--- src/hdl/editable_mmss_countdown_timer_assert.svh ---
// ----------------------------------------------------------------------------
// editable_mmss_countdown_timer_assert.svh
// assertion macros for the mm:ss countdown timer, empty in synthesis
// ----------------------------------------------------------------------------
`ifndef EDITABLE_MMSS_COUNTDOWN_TIMER_ASSERT_SVH
`define EDITABLE_MMSS_COUNTDOWN_TIMER_ASSERT_SVH

`ifndef SYNTHESIS

// same-cycle implication, checked outside reset
`define EMCT_ASSERT_IMPLIES(label, clk, rst, cond, prop) \
  label: assert property (@(posedge clk) disable iff (rst) (cond) |-> (prop)) \
    else $error("assertion failed: implication");

// next-cycle implication, checked outside reset
`define EMCT_ASSERT_NEXT(label, clk, rst, cond, prop) \
  label: assert property (@(posedge clk) disable iff (rst) (cond) |=> (prop)) \
    else $error("assertion failed: next-cycle implication");

`else

`define EMCT_ASSERT_IMPLIES(label, clk, rst, cond, prop)
`define EMCT_ASSERT_NEXT(label, clk, rst, cond, prop)

`endif

`endif

--- src/hdl/emct_pkg.sv ---
// ----------------------------------------------------------------------------
// emct_pkg
// shared types and constants for the mm:ss countdown timer
// ----------------------------------------------------------------------------
package emct_pkg;

  // event kinds carried on the input tuser
  typedef enum logic [2:0] {
    FUNC_TICK  = 3'd0,
    FUNC_DIGIT = 3'd1,
    FUNC_RIGHT = 3'd2,
    FUNC_LEFT  = 3'd3,
    FUNC_START = 3'd4
  } func_t;

  // display positions of the edit cursor
  localparam logic [2:0] POS_MIN_TENS  = 3'd0;
  localparam logic [2:0] POS_MIN_UNITS = 3'd1;
  localparam logic [2:0] POS_COLON     = 3'd2;
  localparam logic [2:0] POS_SEC_TENS  = 3'd3;
  localparam logic [2:0] POS_SEC_UNITS = 3'd4;

  localparam logic [3:0] TENS_MAX  = 4'd5;
  localparam logic [3:0] UNITS_MAX = 4'd9;

  localparam int unsigned IN_DATA_W  = 8;
  localparam int unsigned IN_USER_W  = 3;
  localparam int unsigned OUT_DATA_W = 24;

  typedef struct packed {
    logic [2:0] min_tens;
    logic [3:0] min_units;
    logic [2:0] sec_tens;
    logic [3:0] sec_units;
    logic [2:0] cursor;
    logic       running;
  } timer_state_t;

  localparam timer_state_t TIMER_RESET = '{
    min_tens:  3'd0,
    min_units: 4'd0,
    sec_tens:  3'd0,
    sec_units: 4'd0,
    cursor:    3'd0,
    running:   1'b0
  };

  function automatic logic time_zero(input timer_state_t s);
    return (s.min_tens == 3'd0) && (s.min_units == 4'd0) &&
           (s.sec_tens == 3'd0) && (s.sec_units == 4'd0);
  endfunction

endpackage

--- src/hdl/emct_next.sv ---
// ----------------------------------------------------------------------------
// emct_next
// next timer state for one event: editing, start/stop and countdown
// ----------------------------------------------------------------------------
module emct_next (
  input  emct_pkg::timer_state_t state,
  input  logic [2:0]             func,
  input  logic [3:0]             digit,
  output emct_pkg::timer_state_t state_next,
  output logic                   expired
);
  import emct_pkg::*;

  timer_state_t dec;

  // decrement with borrows, only used when the time is nonzero
  always_comb begin
    dec = state;
    if (state.sec_units != 4'd0) begin
      dec.sec_units = state.sec_units - 4'd1;
    end else begin
      dec.sec_units = UNITS_MAX;
      if (state.sec_tens != 3'd0) begin
        dec.sec_tens = state.sec_tens - 3'd1;
      end else begin
        dec.sec_tens = TENS_MAX[2:0];
        if (state.min_units != 4'd0) begin
          dec.min_units = state.min_units - 4'd1;
        end else begin
          dec.min_units = UNITS_MAX;
          dec.min_tens  = state.min_tens - 3'd1;
        end
      end
    end
  end

  always_comb begin
    timer_state_t ticked;
    state_next = state;
    expired    = 1'b0;
    ticked     = time_zero(state) ? state : dec;
    if (state.running) begin
      case (func_t'(func))
        FUNC_TICK: begin
          state_next = ticked;
          if (time_zero(ticked)) begin
            state_next.running = 1'b0;
            state_next.cursor  = POS_MIN_TENS;
            expired            = 1'b1;
          end
        end
        FUNC_START: begin
          state_next = TIMER_RESET;
        end
        default: begin
          state_next = state;
        end
      endcase
    end else begin
      case (func_t'(func))
        FUNC_DIGIT: begin
          if (digit <= UNITS_MAX) begin
            case (state.cursor)
              POS_MIN_TENS:  if (digit <= TENS_MAX) state_next.min_tens = digit[2:0];
              POS_MIN_UNITS: state_next.min_units = digit;
              POS_SEC_TENS:  if (digit <= TENS_MAX) state_next.sec_tens = digit[2:0];
              POS_SEC_UNITS: state_next.sec_units = digit;
              default:       state_next = state;
            endcase
          end
        end
        FUNC_RIGHT: begin
          state_next.cursor = (state.cursor >= POS_SEC_UNITS) ? POS_MIN_TENS
                                                              : state.cursor + 3'd1;
        end
        FUNC_LEFT: begin
          state_next.cursor = (state.cursor == POS_MIN_TENS || state.cursor > POS_SEC_UNITS)
                              ? POS_SEC_UNITS : state.cursor - 3'd1;
        end
        FUNC_START: begin
          if (!time_zero(state)) state_next.running = 1'b1;
        end
        default: begin
          state_next = state;
        end
      endcase
    end
  end

endmodule

--- src/hdl/editable_mmss_countdown_timer.sv ---
// ----------------------------------------------------------------------------
// editable_mmss_countdown_timer
// kitchen-style mm:ss countdown timer with an editable four-digit display
// ----------------------------------------------------------------------------
// usage
//   input channel (s_*): one event per item, kind on s_tuser, key digit on
//   s_tdata; tick items come from an external one-second strobe
//   output channel (m_*): exactly one item per event, the display state
//   after that event plus an expiry flag set only by the final tick
// timing
//   an accepted item passes one input register, then the next-state logic
//   feeding the result and state registers; throughput one item per cycle
//   while m_tready is high; the borrow chain over four bcd digits is the
//   only logic of any depth between the two registers
// reset
//   synchronous rst clears the time to 00:00, the cursor to position 0,
//   the running flag, and empties both register stages
// back-pressure
//   while m_tready is low the result register holds and one more item is
//   taken into the input register; s_tready drops only when both are full
// ----------------------------------------------------------------------------
`include "editable_mmss_countdown_timer_assert.svh"

module editable_mmss_countdown_timer (
  input  logic                                clk,
  input  logic                                rst,
  input  logic                                s_tvalid,
  output logic                                s_tready,
  // [3:0] digit, [7:4] zero
  input  logic [emct_pkg::IN_DATA_W-1:0]      s_tdata,
  // [2:0] func
  input  logic [emct_pkg::IN_USER_W-1:0]      s_tuser,
  output logic                                m_tvalid,
  input  logic                                m_tready,
  // [2:0] minute_tens, [6:3] minute_units, [9:7] second_tens,
  // [13:10] second_units, [16:14] cursor_pos, [17] is_running,
  // [18] expired, [23:19] zero
  output logic [emct_pkg::OUT_DATA_W-1:0]     m_tdata
);
  import emct_pkg::*;

  // input stage
  logic       in_valid;
  logic [2:0] in_func;
  logic [3:0] in_digit;

  // timer state and result stage
  timer_state_t state;
  timer_state_t state_next;
  logic         expired_next;
  logic         out_valid;
  logic [OUT_DATA_W-1:0] out_data;

  logic advance;

  // the input item moves on whenever the result register is free or draining
  assign advance  = in_valid && (!out_valid || m_tready);
  assign s_tready = !in_valid || advance;

  emct_next u_next (
    .state      (state),
    .func       (in_func),
    .digit      (in_digit),
    .state_next (state_next),
    .expired    (expired_next)
  );

  always_ff @(posedge clk) begin
    if (rst) begin
      in_valid  <= 1'b0;
      out_valid <= 1'b0;
      state     <= TIMER_RESET;
    end else begin
      if (s_tready) begin
        in_valid <= s_tvalid;
      end
      if (advance) begin
        // state only moves when the item's result is written
        state     <= state_next;
        out_valid <= 1'b1;
      end else if (m_tready) begin
        out_valid <= 1'b0;
      end
    end
  end

  // payload registers, no reset needed
  always_ff @(posedge clk) begin
    if (s_tready && s_tvalid) begin
      in_func  <= s_tuser;
      in_digit <= s_tdata[3:0];
    end
    if (advance) begin
      out_data <= {5'd0, expired_next, state_next.running, state_next.cursor,
                   state_next.sec_units, state_next.sec_tens,
                   state_next.min_units, state_next.min_tens};
    end
  end

  assign m_tvalid = out_valid;
  assign m_tdata  = out_data;

  // a running countdown never shows 00:00
  `EMCT_ASSERT_IMPLIES(a_run_nonzero, clk, rst, state.running, !time_zero(state))

  // the cursor stays on the five display positions
  `EMCT_ASSERT_IMPLIES(a_cursor_range, clk, rst, 1'b1, state.cursor <= POS_SEC_UNITS)

  // an expiry result shows a stopped timer at 00:00 with the cursor home
  `EMCT_ASSERT_IMPLIES(a_expired_home, clk, rst, out_valid && out_data[18],
    !out_data[17] && out_data[16:14] == POS_MIN_TENS && out_data[13:0] == 14'd0)

  // with both stages full and the output stalled, no item is taken
  `EMCT_ASSERT_IMPLIES(a_full_stall, clk, rst, in_valid && out_valid && !m_tready,
    !s_tready)

  // a consumed result with nothing behind it leaves the output empty
  `EMCT_ASSERT_NEXT(a_drain, clk, rst, out_valid && m_tready && !in_valid, !out_valid)

endmodule

--- config.mk ---
export PLATFORM = sky130hd
export DESIGN_NAME = editable_mmss_countdown_timer
export DESIGN_NICKNAME = d
export VERILOG_FILES = /design/src/hdl/emct_pkg.sv /design/src/hdl/emct_next.sv /design/src/hdl/editable_mmss_countdown_timer.sv
export VERILOG_INCLUDE_DIRS = /design/src /design/src/hdl
export SDC_FILE = /design/constraint.sdc
export NUM_CORES = 1
export LEC_CHECK = 0
export BUFFER_PORTS_ARGS = -buffer_cell sky130_fd_sc_hd__buf_4
export CAP_MARGIN = 20
export CORE_MARGIN = 2
export CORE_UTILIZATION = 57
export DETAILED_ROUTE_END_ITERATION = 12
export MAX_ROUTING_LAYER = met4
export PLACE_DENSITY_LB_ADDON = 0.12
export SETUP_SLACK_MARGIN = 0.1
export SLEW_MARGIN = 0
export SYNTH_ARGS = -nofsm -noshare
export SYNTH_HDL_FRONTEND = slang
export SYNTH_SLANG_ARGS = --single-unit
--- constraint.sdc ---
create_clock -name clk -period 2.95 [get_ports clk]
set_clock_uncertainty 0.2 [all_clocks]
set_input_delay 0.59 -clock clk [delete_from_list [all_inputs] [get_ports clk]]
set_output_delay 0.59 -clock clk [all_outputs]
set_load 0.03 [all_outputs]
==> summary.json <==
{
  "status": {"value": "complete, no violations"},
  "post-route-drc-count": {"value": 0},
  "worst_setup_path_start_kind": {"value": "flop"},
  "cts_root_buf": {"value": "sky130_fd_sc_hd__clkbuf_8"},
  "power.leakage": {"value": 0.001297, "unit": "uW"},
  "worst_skew_pair.late_latency": {"value": 0.31, "unit": "ns"},
  "area_growth": {"value": 12.58, "unit": "%"},
  "worstSetupPathType": {"value": "reg -> reg"},
  "floorplan.io_pins": {"value": 41},
  "cts_tree": {"value": "done"},
  "grt_max_degree": {"value": 32},
  "cts_resized": {"value": 0},
  "drt-vias-per-instance": {"value": 6.020},
  "timing.fmax": {"value": 0.4015, "unit": "GHz"},
  "die_area": {"value": 5573, "unit": "sq um"},
  "timing_worst_slew_pin_value": {"value": 0.6350, "unit": "ns"},
  "antennaDiodeCount": {"value": 0},
  "power.ir.vdd_worst": {"value": 0.0002457, "unit": "V"},
  "seq_area_frac_synth": {"value": 0.4151},
  "synthesis.area": {"value": 2845, "unit": "sq um"},
  "drt-total-wl": {"value": 6583, "unit": "um"},
  "cp_data_required_time": {"value": 2.98, "unit": "ns"},
  "finalSetupTns": {"value": 0, "unit": "ns"},
  "post_synthesis_async_set_or_reset_flop_share": {"value": 0},
  "synth-seq-cells": {"value": 46},
  "synth_top_flop_cell": {"value": "sky130_fd_sc_hd__edfxtp_1"},
  "post_synth_num_cell_types": {"value": 69},
  "crit_path_end_kind": {"value": "flop"},
  "globalplace.congestion": {"value": 0.9537},
  "fin_crit": {"value": 2.491, "unit": "ns"},
  "synth_warn": {"value": 0},
  "synth-edff-count": {"value": 26},
  "fp.dieW": {"value": 74.65, "unit": "um"},
  "final-hold-violation-count": {"value": 0},
  "num-nets-final": {"value": 348},
  "cts.sink_count": {"value": 46},
  "slew_violations": {"value": 0},
  "post_drt_wl_per_cell": {"value": 16.79, "unit": "um"},
  "startpoint": {"value": "state[1]"},
  "placement.io_buffers": {"value": 31},
  "yosysTopAreaCell": {"value": "sky130_fd_sc_hd__edfxtp_1"},
  "avgSynthCellArea": {"value": 9.453, "unit": "sq um"},
  "netlist_instances": {"value": 301},
  "postCtsSetupRepairBufs": {"value": 0},
  "crit_fanout": {"value": 4},
  "gr-total-overflow": {"value": 0},
  "drt.antenna.violating_nets": {"value": 0},
  "synth.area.top_cells": {"value": "sky130_fd_sc_hd__edfxtp_1, sky130_fd_sc_hd__dfxtp_1, sky130_fd_sc_hd__ha_1, sky130_fd_sc_hd__nor2_1, sky130_fd_sc_hd__a21oi_1"},
  "layout_worst_path_cycle_share": {"value": 0.8443},
  "antenna_found_initial": {"value": 0},
  "core": {"value": 4755, "unit": "sq um"},
  "critical_path_arrival": {"value": 2.52, "unit": "ns"},
  "num_vias": {"value": 2360},
  "drive_gt1_frac": {"value": 0.2092},
  "yosys.area.top_type_share": {"value": 0.2744},
  "floorplan.rows": {"value": 25},
  "gr-usage-all-layers": {"value": 0.2678},
  "holdCritPathClass": {"value": "in -> reg"},
  "utilization": {"value": 0.6737},
  "drv.max_cap_violation_count": {"value": 0},
  "regToRegStartpoint": {"value": "state[1]"},
  "grt_first_pass_wirelength": {"value": 10930, "unit": "um"},
  "grt_setup_unrepaired": {"value": "no"},
  "initial_utilization": {"value": 0.5984},
  "dr.pass1.iters": {"value": 4},
  "min-delay-start": {"value": "s_tdata[1]"},
  "die_y": {"value": 74.65, "unit": "um"},
  "power_density": {"value": 439.3, "unit": "nW/um^2"},
  "clk_transition_reported_paths": {"value": 0.09, "unit": "ns"},
  "cts-root-to-sink-buffers": {"value": 2},
  "first_iter_violations": {"value": 175},
  "synth_common_cells": {"value": "sky130_fd_sc_hd__edfxtp_1, sky130_fd_sc_hd__nor2_1, sky130_fd_sc_hd__nand2_1, sky130_fd_sc_hd__dfxtp_1, sky130_fd_sc_hd__a21oi_1"},
  "estimated_wirelength_of_the_detail_placed_design": {"value": 4652, "unit": "um"},
  "finalSetupViolations": {"value": 0},
  "postCtsHoldBufs": {"value": 0},
  "htreeDepth": {"value": 2},
  "worst_slew_margin_rel": {"value": 0.5751},
  "cts_buffers": {"value": 5},
  "first_global_vias": {"value": 2231}
}
==> worst max-delay path, stage by stage (launching register included) <==
cell	delay [ns]
sky130_fd_sc_hd__dfxtp_1	0.42
sky130_fd_sc_hd__inv_1	0.14
sky130_fd_sc_hd__ha_1	0.27
sky130_fd_sc_hd__ha_1	0.26
sky130_fd_sc_hd__or4b_1	0.47
sky130_fd_sc_hd__o311ai_1	0.09
sky130_fd_sc_hd__o21ai_1	0.10
sky130_fd_sc_hd__nor2_1	0.18
sky130_fd_sc_hd__a21oi_1	0.11
sky130_fd_sc_hd__a211oi_2	0.18
==> report_power, final <==
part	switching, uW	total (uW)	internal (uW)
Combinational	175	290	115
Clock	205	369	164
Sequential	37.5	748	711
Total	417	1410	990
==> kinds of logic (layout without fill, tap and decap cells) <==
family,Yosys count,in the layout,share of synthesized area
mux,10,10,0.03562
fa+ha+maj,9,9,0.03958
flops,46,46,0.4151
compound gates,90,90,0.2370
simple gates,105,105,0.2049
other cells,1,5,0.001318
buf+inv,40,60,0.06640
==> path summary, 6_finish.rpt <==
check / endpoint / slack, ns / cells past startpoint
worst max-delay path: state[2] / 0.46 / 9
worst min-delay path: in_digit[1] / 0.25 / 1
worst max register to register: state[2] / 0.46 / 9
worst min register to register: state[11] / 0.33 / 2
==> layout make-up <==
class                   count  area, sq um
clock buffers               6        72.57
clock inverters             2        10.01
fillers                   415         1551
inverters                  12        45.04
multi-input cells         219         1490
flip-flops and latches     46         1181
well taps                  67        83.83
repair buffers             40        320.3
==> stage by stage <==
| stage | instance area (sq um) | instances | hold WS [ns] | power, uW | setup WS [ns] |
|---|---|---|---|---|---|
| 3_5_place_dp | 3093 | 383 | 0.3146 | 1045 | 0.4791 |
| 6_report | 3203 | 392 | 0.2513 | 1407 | 0.4593 |
| 4_1_cts | 3176 | 391 | 0.2516 | 1407 | 0.4453 |
| 2_1_floorplan | 2860 | 305 | 0.2765 | 974.3 | 0.5876 |
| 5_1_grt | 3203 | 392 | 0.2507 | 1464 | 0.3094 |
| 3_3_place_gp | 3093 | 383 | 0.3118 | 1041 | 0.5043 |
==> flip-flops by register name, summed over array words and instances, names as in the netlist <==
register	count
m_tdata	19
in_valid	1
in_func	3
in_digit	4
state	18
m_tvalid	1
==> placed cells by master (no fill, tap or decap), drive strengths merged, types with 4 or more instances in the layout <==
| cell type | n |
|---|---|
| buf | 40 |
| nor2 | 26 |
| edfxtp | 26 |
| nand2 | 22 |
| dfxtp | 20 |
| a21oi | 18 |
| o21ai | 15 |
| nand3 | 13 |
| inv | 12 |
| mux2i | 9 |
| ha | 9 |
| nor3 | 8 |
| a31oi | 7 |
| a21o | 6 |
| clkbuf | 6 |
| nand4 | 5 |
| conb | 5 |
| and3 | 5 |
| o211ai | 5 |
| a22oi | 5 |
| o211a | 4 |
| and2 | 4 |
| a211oi | 4 |
==> routing by layer <==
layer	vias to the layer above	wire, um	global-route usage
li1	1166	-	-
met1	1098	2919	0.3599
met3	9	542	0.05355
met5	-	0	-
met4	0	115	0.08135
met2	87	3006	0.4120
No activity file was read; power rests on OpenSTA's default activity.
